--- src/rtl/assert_macros.svh ---
// Assertion helpers shared by the RTL. Each check is sampled on the rising
// edge of clk and is switched off while rst_n is low.
`ifndef ASSERT_MACROS_SVH
`define ASSERT_MACROS_SVH

// Concurrent check: the property must hold at every clock edge out of reset.
`define ASSERT_CLK(label, prop, msg) \
  label: assert property (@(posedge clk) disable iff (!rst_n) (prop)) \
    else $error(msg);

// Concurrent check of an implication from one cycle to the next.
`define ASSERT_NEXT(label, ante, cons, msg) \
  label: assert property (@(posedge clk) disable iff (!rst_n) (ante) |=> (cons)) \
    else $error(msg);

`endif

--- src/rtl/wsdf_pkg.sv ---
package wsdf_pkg;

  // Parser phases. Codes 6 and 7 are unused and are handled as frame start.
  typedef enum logic [2:0] {
    PH_START   = 3'd0,
    PH_LEN1    = 3'd1,
    PH_LEN2    = 3'd2,
    PH_LEN8    = 3'd3,
    PH_KEY     = 3'd4,
    PH_PAYLOAD = 3'd5
  } phase_t;

  // Result kinds.
  typedef enum logic [1:0] {
    KIND_DATA  = 2'd0,
    KIND_ERROR = 2'd1,
    KIND_EMPTY = 2'd2
  } kind_t;

  // Reserved bits RSV1..RSV3 of the first header byte.
  localparam logic [7:0] RSV_MASK = 8'h70;
  // Seven-bit length codes that announce an extended length.
  localparam logic [6:0] LEN_EXT16 = 7'd126;
  localparam logic [6:0] LEN_EXT64 = 7'd127;
  // Byte counts of the multi-byte header fields.
  localparam logic [3:0] LEN16_BYTES = 4'd2;
  localparam logic [3:0] LEN64_BYTES = 4'd8;
  localparam logic [3:0] KEY_BYTES   = 4'd4;

  // One result produced by the parser for one input byte.
  typedef struct packed {
    logic       vld;
    kind_t      kind;
    logic [7:0] data;
    logic       last;
    logic       fin;
    logic [3:0] op;
  } wsdf_result_t;

endpackage

--- src/rtl/wsdf_parser.sv ---
module wsdf_parser (
  input  logic                  clk,
  input  logic                  rst_n,
  input  logic                  step,
  input  logic [7:0]            in_byte,
  output wsdf_pkg::wsdf_result_t res
);

  wsdf_pkg::phase_t phase_r, phase_nxt;
  logic [3:0]  header_count_r, header_count_nxt;
  logic [63:0] payload_length_r, payload_length_nxt;
  logic [31:0] mask_key_r, mask_key_nxt;
  logic [63:0] payload_count_r, payload_count_nxt;
  logic        fin_r, fin_nxt;
  logic [3:0]  opcode_r, opcode_nxt;

  logic [3:0]  hc_inc;
  logic [63:0] pc_inc;
  logic [7:0]  key_byte;
  logic        ext_done;

  assign hc_inc = header_count_r + 4'd1;
  assign pc_inc = payload_count_r + 64'd1;

  // The first key byte received sits in the top byte of the key register.
  always_comb begin
    unique case (payload_count_r[1:0])
      2'd0: key_byte = mask_key_r[31:24];
      2'd1: key_byte = mask_key_r[23:16];
      2'd2: key_byte = mask_key_r[15:8];
      2'd3: key_byte = mask_key_r[7:0];
    endcase
  end

  assign ext_done = ((phase_r == wsdf_pkg::PH_LEN2) && (hc_inc == wsdf_pkg::LEN16_BYTES)) ||
                    ((phase_r == wsdf_pkg::PH_LEN8) && (hc_inc == wsdf_pkg::LEN64_BYTES));

  always_comb begin
    phase_nxt          = phase_r;
    header_count_nxt   = header_count_r;
    payload_length_nxt = payload_length_r;
    mask_key_nxt       = mask_key_r;
    payload_count_nxt  = payload_count_r;
    fin_nxt            = fin_r;
    opcode_nxt         = opcode_r;
    res.vld            = 1'b0;
    res.kind           = wsdf_pkg::KIND_DATA;
    res.data           = 8'd0;
    res.last           = 1'b0;
    res.fin            = fin_r;
    res.op             = opcode_r;

    unique case (phase_r)
      wsdf_pkg::PH_LEN1: begin
        if (!in_byte[7]) begin
          // A client frame must be masked; stay on the length byte.
          res.vld  = 1'b1;
          res.kind = wsdf_pkg::KIND_ERROR;
        end else begin
          header_count_nxt = 4'd0;
          if (in_byte[6:0] == wsdf_pkg::LEN_EXT16) begin
            payload_length_nxt = 64'd0;
            phase_nxt          = wsdf_pkg::PH_LEN2;
          end else if (in_byte[6:0] == wsdf_pkg::LEN_EXT64) begin
            payload_length_nxt = 64'd0;
            phase_nxt          = wsdf_pkg::PH_LEN8;
          end else begin
            payload_length_nxt = {57'd0, in_byte[6:0]};
            phase_nxt          = wsdf_pkg::PH_KEY;
          end
        end
      end
      wsdf_pkg::PH_LEN2, wsdf_pkg::PH_LEN8: begin
        payload_length_nxt = {payload_length_r[55:0], in_byte};
        header_count_nxt   = hc_inc;
        if (ext_done) begin
          header_count_nxt = 4'd0;
          phase_nxt        = wsdf_pkg::PH_KEY;
        end
      end
      wsdf_pkg::PH_KEY: begin
        mask_key_nxt     = {mask_key_r[23:0], in_byte};
        header_count_nxt = hc_inc;
        if (hc_inc == wsdf_pkg::KEY_BYTES) begin
          header_count_nxt  = 4'd0;
          payload_count_nxt = 64'd0;
          if (payload_length_r == 64'd0) begin
            phase_nxt = wsdf_pkg::PH_START;
            res.vld   = 1'b1;
            res.kind  = wsdf_pkg::KIND_EMPTY;
            res.last  = 1'b1;
          end else begin
            phase_nxt = wsdf_pkg::PH_PAYLOAD;
          end
        end
      end
      wsdf_pkg::PH_PAYLOAD: begin
        payload_count_nxt = pc_inc;
        res.vld           = 1'b1;
        res.data          = in_byte ^ key_byte;
        if (pc_inc == payload_length_r) begin
          res.last  = 1'b1;
          phase_nxt = wsdf_pkg::PH_START;
        end
      end
      default: begin
        if ((in_byte & wsdf_pkg::RSV_MASK) != 8'd0) begin
          res.vld  = 1'b1;
          res.kind = wsdf_pkg::KIND_ERROR;
        end else begin
          fin_nxt            = in_byte[7];
          opcode_nxt         = in_byte[3:0];
          payload_length_nxt = 64'd0;
          payload_count_nxt  = 64'd0;
          mask_key_nxt       = 32'd0;
          header_count_nxt   = 4'd0;
          phase_nxt          = wsdf_pkg::PH_LEN1;
        end
      end
    endcase
  end

  always_ff @(posedge clk) begin
    if (!rst_n) begin
      phase_r          <= wsdf_pkg::PH_START;
      header_count_r   <= 4'd0;
      payload_length_r <= 64'd0;
      mask_key_r       <= 32'd0;
      payload_count_r  <= 64'd0;
      fin_r            <= 1'b0;
      opcode_r         <= 4'd0;
    end else if (step) begin
      phase_r          <= phase_nxt;
      header_count_r   <= header_count_nxt;
      payload_length_r <= payload_length_nxt;
      mask_key_r       <= mask_key_nxt;
      payload_count_r  <= payload_count_nxt;
      fin_r            <= fin_nxt;
      opcode_r         <= opcode_nxt;
    end
  end

endmodule

--- src/rtl/websocket_frame_deframer_top.sv ---
// WebSocket client-to-server deframer. Each input transfer carries one byte
// of the stream. Header bytes (FIN/opcode, length with optional 16-bit or
// 64-bit extension, mask bit and the four-byte masking key) are absorbed
// without a result; every payload byte comes out unmasked as one result
// transfer, and the final one of the frame has out_last set. A frame of zero
// length gives one empty-frame result with out_last set after its key. A set
// reserved bit or a clear mask bit gives an error result and the offending
// byte is dropped, so the parser retries at the same header field. The block
// takes one byte every cycle: the parser steps on each accepted byte and
// the result lands in an output register in the cycle after the byte's
// transfer. The longest path is the 64-bit payload counter increment and
// its compare against the frame length. Input is stalled only while a
// result is held in the output register and the consumer is stalling it.
`include "assert_macros.svh"

module websocket_frame_deframer_top (
  input  logic       clk,
  input  logic       rst_n,
  input  logic       in_valid,
  output logic       in_stall,
  input  logic [7:0] in_byte,
  output logic       out_valid,
  input  logic       out_stall,
  output logic [1:0] out_kind,
  output logic [7:0] out_data,
  output logic       out_last,
  output logic       out_fin_flag,
  output logic [3:0] out_op_code
);

  wsdf_pkg::wsdf_result_t res;
  logic       in_take;
  logic       out_valid_r, out_valid_nxt;
  logic [1:0] out_kind_r;
  logic [7:0] out_data_r;
  logic       out_last_r;
  logic       out_fin_r;
  logic [3:0] out_op_r;

  // A new byte may enter whenever the output register is free or is being
  // emptied in this same cycle.
  assign in_stall = out_valid_r && out_stall;
  assign in_take  = in_valid && !in_stall;

  wsdf_parser u_parser (
    .clk     (clk),
    .rst_n   (rst_n),
    .step    (in_take),
    .in_byte (in_byte),
    .res     (res)
  );

  always_comb begin
    out_valid_nxt = out_valid_r;
    if (in_take && res.vld) begin
      out_valid_nxt = 1'b1;
    end else if (out_valid_r && !out_stall) begin
      out_valid_nxt = 1'b0;
    end
  end

  always_ff @(posedge clk) begin
    if (!rst_n) begin
      out_valid_r <= 1'b0;
    end else begin
      out_valid_r <= out_valid_nxt;
    end
  end

  // The result payload needs no reset; it is loaded only with a new result.
  always_ff @(posedge clk) begin
    if (in_take && res.vld) begin
      out_kind_r <= res.kind;
      out_data_r <= res.data;
      out_last_r <= res.last;
      out_fin_r  <= res.fin;
      out_op_r   <= res.op;
    end
  end

  assign out_valid    = out_valid_r;
  assign out_kind     = out_kind_r;
  assign out_data     = out_data_r;
  assign out_last     = out_last_r;
  assign out_fin_flag = out_fin_r;
  assign out_op_code  = out_op_r;

  `ASSERT_CLK(a_free_not_stalled, !out_valid_r |-> !in_stall, "input stalled with empty output")
  `ASSERT_NEXT(a_result_loaded, in_take && res.vld, out_valid_r, "accepted result was lost")
  `ASSERT_CLK(a_error_shape, (out_valid_r && out_kind_r == wsdf_pkg::KIND_ERROR) |-> (!out_last_r && out_data_r == 8'd0), "error result carries data or last")
  `ASSERT_CLK(a_empty_shape, (out_valid_r && out_kind_r == wsdf_pkg::KIND_EMPTY) |-> (out_last_r && out_data_r == 8'd0), "empty frame result malformed")

endmodule

--- config.mk ---
export PLATFORM = sky130hd
export DESIGN_NAME = websocket_frame_deframer_top
export DESIGN_NICKNAME = d
export VERILOG_FILES = /design/src/rtl/wsdf_pkg.sv /design/src/rtl/wsdf_parser.sv /design/src/rtl/websocket_frame_deframer_top.sv
export VERILOG_INCLUDE_DIRS = /design/src /design/src/rtl
export SDC_FILE = /design/constraint.sdc
export NUM_CORES = 1
export LEC_CHECK = 0
export BUFFER_PORTS_ARGS = -buffer_cell sky130_fd_sc_hd__buf_2
export CORE_MARGIN = 2
export CORE_UTILIZATION = 40
export DETAILED_ROUTE_END_ITERATION = 10
export PLACE_DENSITY_LB_ADDON = 0.2
export SLEW_MARGIN = 20
export SYNTH_ARGS = -nofsm -noshare
export SYNTH_HDL_FRONTEND = slang
export SYNTH_SLANG_ARGS = --single-unit
--- constraint.sdc ---
create_clock -name clk -period 5 [get_ports clk]
set_input_delay 0.25 -clock clk [delete_from_list [all_inputs] [get_ports clk]]
set_output_delay 0.25 -clock clk [all_outputs]
set_load 0.005 [all_outputs]
## Yosys cells after proc, flatten, opt, wreduce, memory -nomap -nowiden

Cells that the tools add are included.

| storage, ports and cells | value |
|---|---|
| logic and storage cells | 106 |
| input port bits | 12 |
| flip-flop bits (word level) | 189 |

| cells by class | value |
|---|---|
| equal/unequal tests | 23 |
| $add $sub $neg | 2 |
| reductions and logical operators | 25 |
| bitwise gates (word level) | 7 |
| multiplexer cells | 36 |

Operators with widths:

| cell | count |
|---|---|
| $pmux 64 s3 | 2 |
| $mux 64 | 3 |
| $add 64x1->64 const B | 1 |
| $eq 64x64->1 | 1 |
| $logic_not 64->1 | 1 |
| $pmux 32 s2 | 1 |
| $mux 3 | 12 |
| $mux 32 | 1 |
| $pmux 8 s4 | 1 |
| $mux 4 | 4 |
| $pmux 4 s4 | 1 |
| $eq 7x7->1 const B | 2 |
| $mux 7 | 2 |
| $pmux 3 s4 | 1 |
| $reduce_and 4->1 | 3 |
| $reduce_bool 8->1 | 1 |
| $xor 8x8->8 | 1 |
| $eq 3x2->1 const B | 2 |
| $eq 3x3->1 const B | 2 |
| $logic_and 1x1->1 | 6 |
| $ne 2x1->1 const B | 3 |
| $ne 3x3->1 const B | 2 |
| $not 1->1 | 6 |
| $pmux 2 s3 | 1 |
| 23 further kinds | 33 |

## Depth between registers and ports, before layout

Gate-level depths: netlist of the first run.

| logic depth | value |
|---|---|
| depth in word-level cells | 6 |
| depth in mapped cells | 13 |

## Modules after synthesis

Synthesis of the first run repeated with hierarchy kept, for this count alone.

| second synthesis, totals | value |
|---|---|
| cells, all modules | 1433 |
| area total of the unflattened synthesis | 11120.7 um^2 |

Modules (own cells, without submodules):

| module | area an instance (um^2) | instances | cells each | seq. area each (um^2) |
|---|---|---|---|---|
| wsdf_parser | 10588.9 | 1 | 1410 | 3443.3 |
| websocket_frame_deframer_top | 531.8 | 1 | 23 | 500.5 |

## Worst setup path after synthesis of the first run

OpenSTA, ideal clock, no wires.

| path | value |
|---|---|
| path kind | flip-flop to flip-flop |
| from | reg u_parser.payload_count_r[0] |
| to | reg u_parser.phase_r[0] |
| cell stages (with the launch flop) | 13 |
| library setup time | 0.126 ns |
| period minus slack after synthesis | 3.217 ns |
| path slack | 1.783 ns |
| arrival time | 3.091 ns |
| cells stage by stage | dfxtp_1 -> ha_1 -> and3_1 -> and2_1 -> buf_2 -> and4_1 -> clkbuf_1 -> nand3_1 -> xnor2_1 -> or4_1 -> or4_1 -> o31ai_1 -> a21oi_1 |

| on the way | value |
|---|---|
| word-level cells in the longest chain between the ends | 4 |

RTL lines:

| item | RTL line | text |
|---|---|---|
| from (decl) | wsdf_parser.sv:13 | `logic [63:0] payload_count_r, payload_count_nxt;` |
| from (signal assigned) | wsdf_parser.sv:137 | `payload_count_r <= payload_count_nxt;` |
| $add 64x1->64 | wsdf_parser.sv:23 | `assign pc_inc = payload_count_r + 64'd1;` |
| $eq 64x64->1 | wsdf_parser.sv:101 | `if (pc_inc == payload_length_r) begin` |
| $ne 2x1->1 (no source line) | n/a |  |
| $reduce_and 6->1 (no source line) | n/a |  |
| to (signal assigned) | wsdf_parser.sv:125 | `phase_r <= wsdf_pkg::PH_START;` |
| to (signal assigned) | wsdf_parser.sv:133 | `phase_r <= phase_nxt;` |
| to (decl) | wsdf_parser.sv:9 | `wsdf_pkg::phase_t phase_r, phase_nxt;` |

Every way passes these cells.
A chain may end at the register's enable or synchronous reset.

## Worst setup path after layout of the first run

| path | value |
|---|---|
| from | reg u_parser.payload_count_r[0] |
| to | reg u_parser.phase_r[2] |

The elaborated chain is that of the path after synthesis.

==> metrics.cfg, run 1 <==
[run_status]
status=finished, final reports clean

[sta]
tightest_slew_ns=0.8373
drv_slew=0
max_clock_freq_ghz=0.2383
fin_crit_sh=0.8394
rsz0062_at_grt=false
slew_headroom=0.4418
finalHoldViolations=0
min_period_ns=4.197
skew_ns=0.01520
timing.setup.tns_ns=0
finalSetupViolations=0

[logic_synthesis]
syn_inst=1329
ys_async_sr_fraction=0
synth.cell_area_um2=10860
synth-main-ff-cell=dfxtp_1
yosys.area.top_type_share=0.3189
ys_seq_area_frac=0.3631
synth_edf_count=16
netlist_top_cells_area=dfxtp_1 32%, nor2b_1 7.8%, a22oi_1 6.4%
yosys_warnings=0
synthesis.nets=1348
yosysTopAreaCell=dfxtp_1
synth_cell_types=59
syn_area_per_cell_um2=8.173
ys_ff_latch=189

[worst_setup_path]
start_kind=register
cp.required_ns=5.33
r2r-end=u_parser.phase_r[2]
arrival_ns=4.52
crit_fanout=14
ff2ff_path_depth=11
r2r-start=u_parser.payload_count_r[0]
r2r_slack_ns=0.80
end_kind=register
path_class=reg2reg

[clock_network]
cts_tree=built
insertion_delay_ns=0.46
ctsResizeCount=0
cts_hold_buf=0
cts_sinks=189
path_clk_slew_ns=0.09
cts_setup_buffers=0
cts_made_buffers=17
root_buffer=clkbuf_16
cts-htree-levels=4
cts_max_path_buffers=2

[grt]
use_met1=0.3451
grt_util_met2=0.3995
grt_pass1_wl_mm=55.66
grt_use_met3=0.03905
grt_max_degree=101
track_usage=0.2507
grt_pass1_vias=9388
busiest_layer=met2
grt_overflow=0
antenna_found_initial=0

[route]
routed_via_density=6.117
drc=0
vias=10063
drtIter0Drc=1180
routed_wl_mm=35.37
wl_per_cell_um=21.50
firstDrtPassIters=9
ant_nets=0

[job]
drv_cap=0

[placement]
io_buffers=29
hpwl_mm=24.52
dp.cells=1613
gp_congestion=0.9723

[pwr]
leakage_uw=0.003711
powerDensity_nw_per_um2=274.5
vdd_drop_max_uv=183.6

[worst_hold_path]
min_to=u_parser.payload_length_r[2]
worst_hold_path_type=in2reg
whs_path_depth=3
min_from=in_byte[2]

[final_layout]
insertedDiodeCount=0
nNetsFinal=1310
layout_commonest_cell=dfxtp_1
final_cell_mix=173 x dfxtp_1, 135 x nor2b_1, 125 x nand2_1, 93 x a22oi_1, 73 x xnor2_1
area_growth_pct=8.950
drive_above_1_share=0.07592
postLayoutCoreUtil=0.4416
fin_cells=1645

[floorplanning]
num_io_pins=30
dieWidth_um=168.8
start_util=0.4053
die_y_um=168.8
dieArea_um2=28490
rows=60
core_area_um2=26800

==> Yosys cell counts, types with 2 or more instances <==
| library cell | count |
|---|---|
| nor4b_1 | 2 |
| a21oi_1 | 51 |
| or2_2 | 5 |
| ha_1 | 7 |
| nor2b_1 | 135 |
| nand3b_1 | 4 |
| inv_1 | 15 |
| nor2_1 | 51 |
| nand3_1 | 44 |
| o31ai_1 | 3 |
| a31oi_1 | 8 |
| a2111oi_0 | 2 |
| a31o_2 | 2 |
| mux2_2 | 3 |
| xor2_1 | 30 |
| nand2_1 | 128 |
| a22oi_1 | 93 |
| a211o_1 | 2 |
| or3_1 | 12 |
| nor3_1 | 55 |
| edfxtp_1 | 16 |
| buf_1 | 5 |
| nor3b_1 | 11 |
| a222oi_1 | 8 |
| clkbuf_2 | 2 |
| nand4_1 | 42 |
| o21a_1 | 23 |
| and4_1 | 13 |
| and2_1 | 13 |
| dfxtp_1 | 173 |
| and3_1 | 16 |
| a21boi_0 | 34 |
| mux2i_1 | 12 |
| xnor2_1 | 73 |
| nand4b_1 | 2 |
| or4_1 | 14 |
| o22ai_1 | 4 |
| o211a_1 | 2 |
| clkbuf_1 | 78 |
| o21ai_0 | 62 |
| o41ai_1 | 2 |
| o2111ai_1 | 4 |
| buf_2 | 14 |
| nor4_1 | 39 |
==> how the worst max path moves through the flow <==
stage | endpoint | from | cells past startpoint | slack (ns)
5_1_grt | u_parser.phase_r[2] | u_parser.payload_count_r[0] | 11 | 0.53
3_5_place_dp | u_parser.phase_r[0] | u_parser.payload_count_r[0] | 11 | 0.99
2_1_floorplan | u_parser.phase_r[0] | u_parser.payload_count_r[0] | 12 | 1.78
3_3_place_gp | u_parser.phase_r[0] | u_parser.payload_count_r[0] | 11 | 1.14
6_report | u_parser.phase_r[2] | u_parser.payload_count_r[0] | 11 | 0.80
4_1_cts | u_parser.phase_r[2] | u_parser.payload_count_r[0] | 11 | 0.93
==> critical path: stages (launching register included) <==
cell	delay (ns)
dfxtp_1	0.50
ha_1	0.20
buf_4	0.21
and3_1	0.35
and2_1	0.42
nand4_1	0.54
nor3_1	0.54
xnor2_1	0.10
a2111oi_0	0.50
nand4_1	0.25
o31ai_1	0.34
a21oi_1	0.11
==> routing by layer <==
metal,up-vias,share of wire
li1,4745,-
met1,4896,0.45
met2,357,0.46
met3,65,0.056
met4,0,0.032
met5,-,0
==> cell type report <==
type                            instances  area, um^2
Tap cell                              341       426.7
Clock inverter                         15       239.0
Timing Repair Buffer                   42       245.2
Clock buffer                           17       425.4
Fill cell                            2652       14970
Inverter                               15       56.30
Sequential cell                       189        3944
Multi-Input combinational cell       1026        6497
==> flip-flops by register name, indices dropped and copies added (netlist names) <==
register / flops
u_parser.opcode_r: 4
out_fin_flag: 1
out_data: 8
out_op_code: 4
u_parser.payload_count_r: 64
u_parser.phase_r: 3
out_valid: 1
out_kind: 2
u_parser.fin_r: 1
u_parser.payload_length_r: 64
u_parser.mask_key_r: 32
u_parser.header_count_r: 4
out_last: 1
==> power breakdown <==
group	internal (uW)	leakage (uW)	switching [uW]	total [uW]
sequential	1540	0.00155	10.5	1550
clock	732	0.000324	818	1550
combinational	49.5	0.00184	95.8	145
==> metrics by stage <==
| stage | setup WS (ns) | hold slack (ns) | area [um^2] | power (uW) |
|---|---|---|---|---|
| floorplan | 1.783 | 0.4080 | 10860 | 1679 |
| global placement | 1.137 | 0.4168 | 11170 | 1734 |
| detailed placement | 0.9876 | 0.4196 | 11170 | 1734 |
| CTS | 0.9273 | 0.1242 | 11830 | 3273 |
| global route | 0.5319 | 0.1606 | 11830 | 3350 |
| finish | 0.8032 | 0.1362 | 11830 | 3248 |
==> logic make-up after synthesis <==
logic type / share of synthesized area
AO/OA/AOI/OAI: 0.1882
multiplexers: 0.01417
XOR/XNOR: 0.08455
AND/OR/NAND/NOR: 0.3007
buffers and inverters: 0.04124
adder cells (fa/ha/maj): 0.008063
flip-flops: 0.3631
Note: power is estimated with default switching activity, not from simulation.
==> run 2: changes to the inputs <==
==> constraint.sdc (replaced) <==
create_clock -name clk -period 4 [get_ports clk]
set_input_delay 0.2 -clock clk [delete_from_list [all_inputs] [get_ports clk]]
set_output_delay 0.2 -clock clk [all_outputs]
set_load 0.005 [all_outputs]
==> run 2 against run 1 <==
Effect of this change: critical path type unchanged; clock-buffer cell count grew 1; power grew 21%; via count grew 0.36%; non-clock buffer count grew 25; largest cell class unchanged; die area is the same; highest routed layer unchanged; setup slack lost 0.52 ns; utilization grew 0.62 points.
==> metrics.cfg, run 2 (synthesis gave the netlist of run 1 again) <==
[run_status]
status=finished, final reports clean

[sta]
rsz0062_at_grt=false
skew_ns=0.01943  ; +0.004223 ns
tightest_slew_ns=1.122  ; +0.2843 ns
slew_headroom=0.2505  ; -0.1913
finalHoldViolations=0  ; unchanged
max_clock_freq_ghz=0.2693  ; +13%
finalSetupViolations=0  ; unchanged
timing.setup.tns_ns=0  ; unchanged
drv_slew=0  ; unchanged
fin_crit_sh=0.9283  ; +0.08897
min_period_ns=3.713  ; -0.4835 ns

[final_layout]
area_growth_pct=10.47
nNetsFinal=1335  ; +1.9%
fillers=2632  ; -0.75%
final_cell_mix=173 x dfxtp_1, 135 x nor2b_1, 126 x nand2_1, 93 x a22oi_1, 73 x xnor2_1
drive_above_1_share=0.09255  ; +0.01663
largestRegisters=u_parser.payload_count_r (64), u_parser.payload_length_r (64), u_parser.mask_key_r (32)
postLayoutCoreUtil=0.4477  ; +0.006162
layout_commonest_cell=dfxtp_1
design_area_um2=12000  ; +1.4%
insertedDiodeCount=0  ; unchanged

[worst_setup_path]
cpMaxStageDelayCell=or4_1
path_cells=ha_1 > and3_1 > and2_1 > nand3_1 > xnor2_1 > nand3_1 > or4_1 > or4_1 > o31ai_1 > a21oi_1
arrival_ns=4.04  ; -0.48 ns
cp.required_ns=4.32  ; -1.01 ns
path_class=reg2reg
crit_fanout=10  ; -4
end_kind=register
slowest_delay_ns=0.60  ; +0.06 ns
start_kind=register

[floorplanning]
dieWidth_um=168.8  ; unchanged
die_y_um=168.8  ; unchanged
rows=60  ; unchanged
num_io_pins=30  ; unchanged
core_area_um2=26800  ; unchanged
start_util=0.4053  ; unchanged
dieArea_um2=28490  ; unchanged

[grt]
grt_pass1_wl_mm=55.94  ; +0.51%
grt_overflow=0  ; unchanged
antenna_found_initial=0  ; unchanged
grt_max_degree=96  ; -5.0%
grt_pass1_vias=9342  ; -0.49%
track_usage=0.2530  ; +0.002238

[placement]
io_buffers=29  ; unchanged
hpwl_mm=25.43  ; +3.7%
place_area_um2=11370  ; +1.8%
gp_congestion=0.9761  ; +0.39%

[route]
vias=10099  ; +0.36%
drtIter0Drc=1142  ; -3.2%
routed_wl_mm=35.90  ; +1.5%
ant_nets=0  ; unchanged
firstDrtPassIters=6  ; -3
wl_per_cell_um=21.50  ; about the same
drc=0  ; unchanged
routed_via_density=6.047  ; -1.1%

[pwr]
powerDensity_nw_per_um2=327.8  ; +19%
leakage_uw=0.003816  ; +2.8%
pwr-share-seq=0.493  ; +0.015
p_total_uw=3934  ; +21%
combPwrFrac=0.047  ; +0.002
switchingPower_uw=1064  ; +15%
internal_power_uw=2869  ; +23%
clkPwrFrac=0.459  ; -0.018
vdd_drop_max_uv=226.8  ; +24%
swShare=0.2706  ; -0.01398

[clock_network]
cts_tree=built
cts_max_path_buffers=2  ; unchanged
cts_setup_buffers=0  ; unchanged
cts_sinks=189  ; unchanged
root_buffer=clkbuf_16
insertion_delay_ns=0.45  ; about the same
cts_hold_buf=0  ; unchanged
ctsResizeCount=0  ; unchanged
cts_made_buffers=17  ; unchanged
cts-htree-levels=4  ; unchanged
path_clk_slew_ns=0.08  ; about the same

[job]
drv_cap=0  ; unchanged

[worst_hold_path]
worst_hold_path_type=in2reg

[run 2: cell count changes in the layout (fill, tap and decap cells not counted), moves of 2 or more]
cell and change:
clkinv_4 +2, clkinv_8 +4, inv_12 -3, inv_16 -4
buf_4 +23
[run 2: stage by stage]
step / hold slack, ns / worst slack [ns] / cells
3_3_place_gp: 0.4196 / 0.3802 / 1637
5_1_grt: 0.1126 / 0.02002 / 1670
2_1_floorplan: 0.3584 / 0.7832 / 1329
4_1_cts: 0.07946 / 0.2942 / 1670
6_report: 0.08790 / 0.2866 / 1670
3_5_place_dp: 0.4196 / 0.2961 / 1638
[run 2: area by class of cell]
| cell class | instances | area (um^2) | area share |
|---|---|---|---|
| Clock buffer | 18 | 439.2 | 0.03660 |
| Clock inverter | 14 | 188.9 | 0.01575 |
| Inverter | 15 | 56.30 | 0.004692 |
| Multi-Input combinational cell | 1026 | 6495 | 0.5413 |
| Sequential cell | 189 | 3944 | 0.3287 |
| Tap cell | 341 | 426.7 | 0.03556 |
| Timing Repair Buffer | 67 | 449.2 | 0.03743 |
[run 2: routing by layer]
metal,up-vias,routed length [um],track usage
li1,4795,-,-
met1,4908,16590,0.3589
met2,323,16030,0.3899
met3,73,1993,0.03203
met4,0,1283,0.1012
met5,-,0,0
[run 2: worst paths after layout]
path	from	end	slack, ns	depth (start not counted)
hold / removal	in_byte[0]	u_parser.payload_length_r[0]	0.09	3
hold reg to reg	u_parser.opcode_r[1]	out_op_code[1]	0.44	0
setup reg to reg	u_parser.payload_count_r[0]	u_parser.phase_r[2]	0.29	10
setup / recovery	u_parser.payload_count_r[0]	u_parser.phase_r[2]	0.29	10
[run 2: power by group through the flow]
stage	clock, uW	sequential (uW)	combinational, uW
6_report	1810	1940	186
5_1_grt	1920	1940	204
3_5_place_dp	0	1990	186
2_1_floorplan	0	1980	117
4_1_cts	1840	1940	186
3_3_place_gp	0	1990	185
[run 2: critical path: cells and delay by family (launching register included)]
family,cells,cell delay [ns]
flops,1,0.49
xor+xnor,1,0.33
compound gates,2,0.47
fa+ha+maj,1,0.21
simple gates,6,2.10
==> run 3: changes to the inputs <==
--- a/config.mk
+++ b/config.mk
@@ -7,6 +7,7 @@
 export NUM_CORES = 1
 export LEC_CHECK = 0
 export BUFFER_PORTS_ARGS = -buffer_cell sky130_fd_sc_hd__buf_2
+export CORE_ASPECT_RATIO = 2
 export CORE_MARGIN = 2
 export CORE_UTILIZATION = 40
 export DETAILED_ROUTE_END_ITERATION = 10
==> run 3 against run 2 <==
Effect of this change: final area is 1.6% higher; clock skew down 0.0091 ns; critical path type unchanged; largest cell class unchanged; combinational power is essentially flat; sequential share of layout area fell by 0.53 points; register-to-register slack worse by 0.07 ns; clock power about the same.
==> metrics.cfg, run 3 (synthesis gave the netlist of run 1 again) <==
[clock_network]
cts_tree=built
cts-htree-levels=4  ; unchanged
insertion_delay_ns=0.47  ; +0.02 ns
root_buffer=clkbuf_16
cts_hold_buf=0  ; unchanged
cts_made_buffers=17  ; unchanged
cts_sinks=189  ; unchanged
cts_max_path_buffers=2  ; unchanged
path_clk_slew_ns=0.08  ; about the same

[worst_setup_path]
r2r-end=u_parser.phase_r[0]
slowest_delay_ns=0.51  ; -0.09 ns
setup.worst_path.end=u_parser.phase_r[0]
ff2ff_path_depth=11  ; +1
cp.required_ns=4.36  ; +0.04 ns
path_cells=nand4_1 > nor4_2 > buf_4 > nand3b_1 > o21ai_0 > nand4_1 > or4_1 > a211o_1 > o31ai_1 > buf_4 > a21oi_1
path_class=reg2reg
cpMaxStageDelayCell=o21ai_0
crit_fanout=9  ; -1
start_kind=register
r2r_slack_ns=0.22  ; -0.07 ns
crit_path_start=u_parser.payload_count_r[2]
end_kind=register
arrival_ns=4.14  ; +0.10 ns
r2r-start=u_parser.payload_count_r[2]

[sta]
finalSetupViolations=0  ; unchanged
rsz0062_at_grt=false
drv_slew=0  ; unchanged
slew_headroom=0.2773  ; +0.02684
tightest_slew_ns=1.084  ; -0.03754 ns
fin_crit_sh=0.9450  ; +0.01669
max_clock_freq_ghz=0.2645  ; -1.8%
finalHoldViolations=0  ; unchanged
finalWorstSetupSlack_ns=0.2199  ; -0.06675 ns
min_period_ns=3.780  ; +0.06675 ns
skew_ns=0.01034  ; -0.009087 ns
timing.setup.tns_ns=0  ; unchanged

[grt]
grt_overflow=0  ; unchanged
antenna_found_initial=2  ; +2
grt_max_degree=113  ; +18%
grt_pass1_vias=10298  ; +10%
track_usage=0.2985  ; +0.04556
grt_pass1_wl_mm=62.44  ; +12%

[floorplanning]
dieWidth_um=120.5  ; -29%
die_y_um=237.0  ; +40%
rows=85  ; +42%
core_area_um2=26800  ; unchanged
dieArea_um2=28570  ; +0.28%
start_util=0.4053  ; unchanged
num_io_pins=30  ; unchanged

[worst_hold_path]
worst_hold_path_type=in2reg

[final_layout]
drive_above_1_share=0.1128  ; +0.02028
postLayoutCoreUtil=0.4551  ; +0.007377
nNetsFinal=1362  ; +2.0%
insertedDiodeCount=0  ; unchanged
fin_cells=1704  ; +2.0%
layout_commonest_cell=dfxtp_1
area_growth_pct=12.29
largestRegisters=u_parser.payload_count_r (64), u_parser.payload_length_r (64), u_parser.mask_key_r (32)
final_cell_mix=173 x dfxtp_1, 135 x nor2b_1, 125 x nand2_1, 93 x a22oi_1, 73 x xnor2_1

[placement]
dp.cells=1672  ; +2.1%
io_buffers=29  ; unchanged
gp_congestion=1.045  ; +7.1%
hpwl_mm=31.56  ; +24%
pre_cts_ws_ns=0.2867  ; -0.009388 ns

[pwr]
p_total_uw=3936  ; about the same
vdd_drop_max_uv=340.4  ; +50%
powerDensity_nw_per_um2=322.7  ; -1.6%
leakage_uw=0.003953  ; +3.6%

[route]
ant_nets=0  ; unchanged
routed_via_density=6.089  ; +0.68%
vias=10375  ; +2.7%
drtIter0Drc=838  ; -27%
drc=0  ; unchanged
routed_wl_mm=42.26  ; +18%
wl_per_cell_um=24.80  ; +15%
firstDrtPassIters=6  ; unchanged

[job]
drv_cap=0  ; unchanged

[run_status]
status=finished, final reports clean

run 3: changes by cell type in the layout (fill, tap and decap cells not counted), sizes merged:
cell | previous run | this run
buf | 67 | 94
bufinv | 0 | 1
clkinv | 7 | 6
clkinvlp | 1 | 0
inv | 21 | 22
run 3: worst min-delay path by stage:
stage	startpoint	to	slack [ns]	cells after the start
2_1_floorplan	in_byte[0]	u_parser.payload_length_r[0]	0.36	2
3_3_place_gp	u_parser.opcode_r[1]	out_op_code[1]	0.42	0
3_5_place_dp	u_parser.opcode_r[2]	out_op_code[2]	0.42	0
4_1_cts	in_byte[0]	u_parser.payload_length_r[0]	0.04	3
5_1_grt	in_byte[2]	u_parser.payload_length_r[2]	0.08	3
6_report	in_byte[0]	u_parser.payload_length_r[0]	0.05	3
run 3: cell type report:
class	count	area, um^2
sequential	189	3944
clock inverter	14	167.7
clock buffer	18	450.4
multi-input combinational	1026	6507
fill	2745	14600
timing repair buffer	94	635.6
inverter	15	56.30
tap	348	435.4
run 3: worst max-delay path: cells and delay by family, from the launching register on:
kind / cells / cell delay, ns
and+or+nand+nor: 5 / 1.64
DFF: 1 / 0.49
buffers and inverters: 2 / 0.36
AOI/OAI and AO/OA: 4 / 1.18
run 3: repair_timing:
item	in CTS	in global routing
setup buffers	0	0
setup endpoints to repair	0	2
resized for setup	0	1
run 3: routing by layer:
layer | GRT usage | share of wire | vias up
met5 | 0 | 0.00031 | -
met4 | 0.2907 | 0.12 | 2
met3 | 0.05106 | 0.044 | 190
met2 | 0.5492 | 0.53 | 379
met1 | 0.2613 | 0.31 | 4967
li1 | - | - | 4837
run 3: report_power, final:
part / internal [uW] / leakage, uW / switching, uW / total, uW
clock network: 933 / 0.000305 / 874 / 1810
registers: 1930 / 0.00155 / 13.1 / 1940
logic: 63.3 / 0.00210 / 125 / 188
total: 2920 / 0.00395 / 1010 / 3940
run 3: stage by stage:
stage	hold WS [ns]	area [um^2]
after floorplan	0.3584	10860
after global placement	0.4173	11570
after detailed placement	0.4195	11570
after CTS	0.04011	12190
after global routing	0.08241	12200
final	0.04848	12200
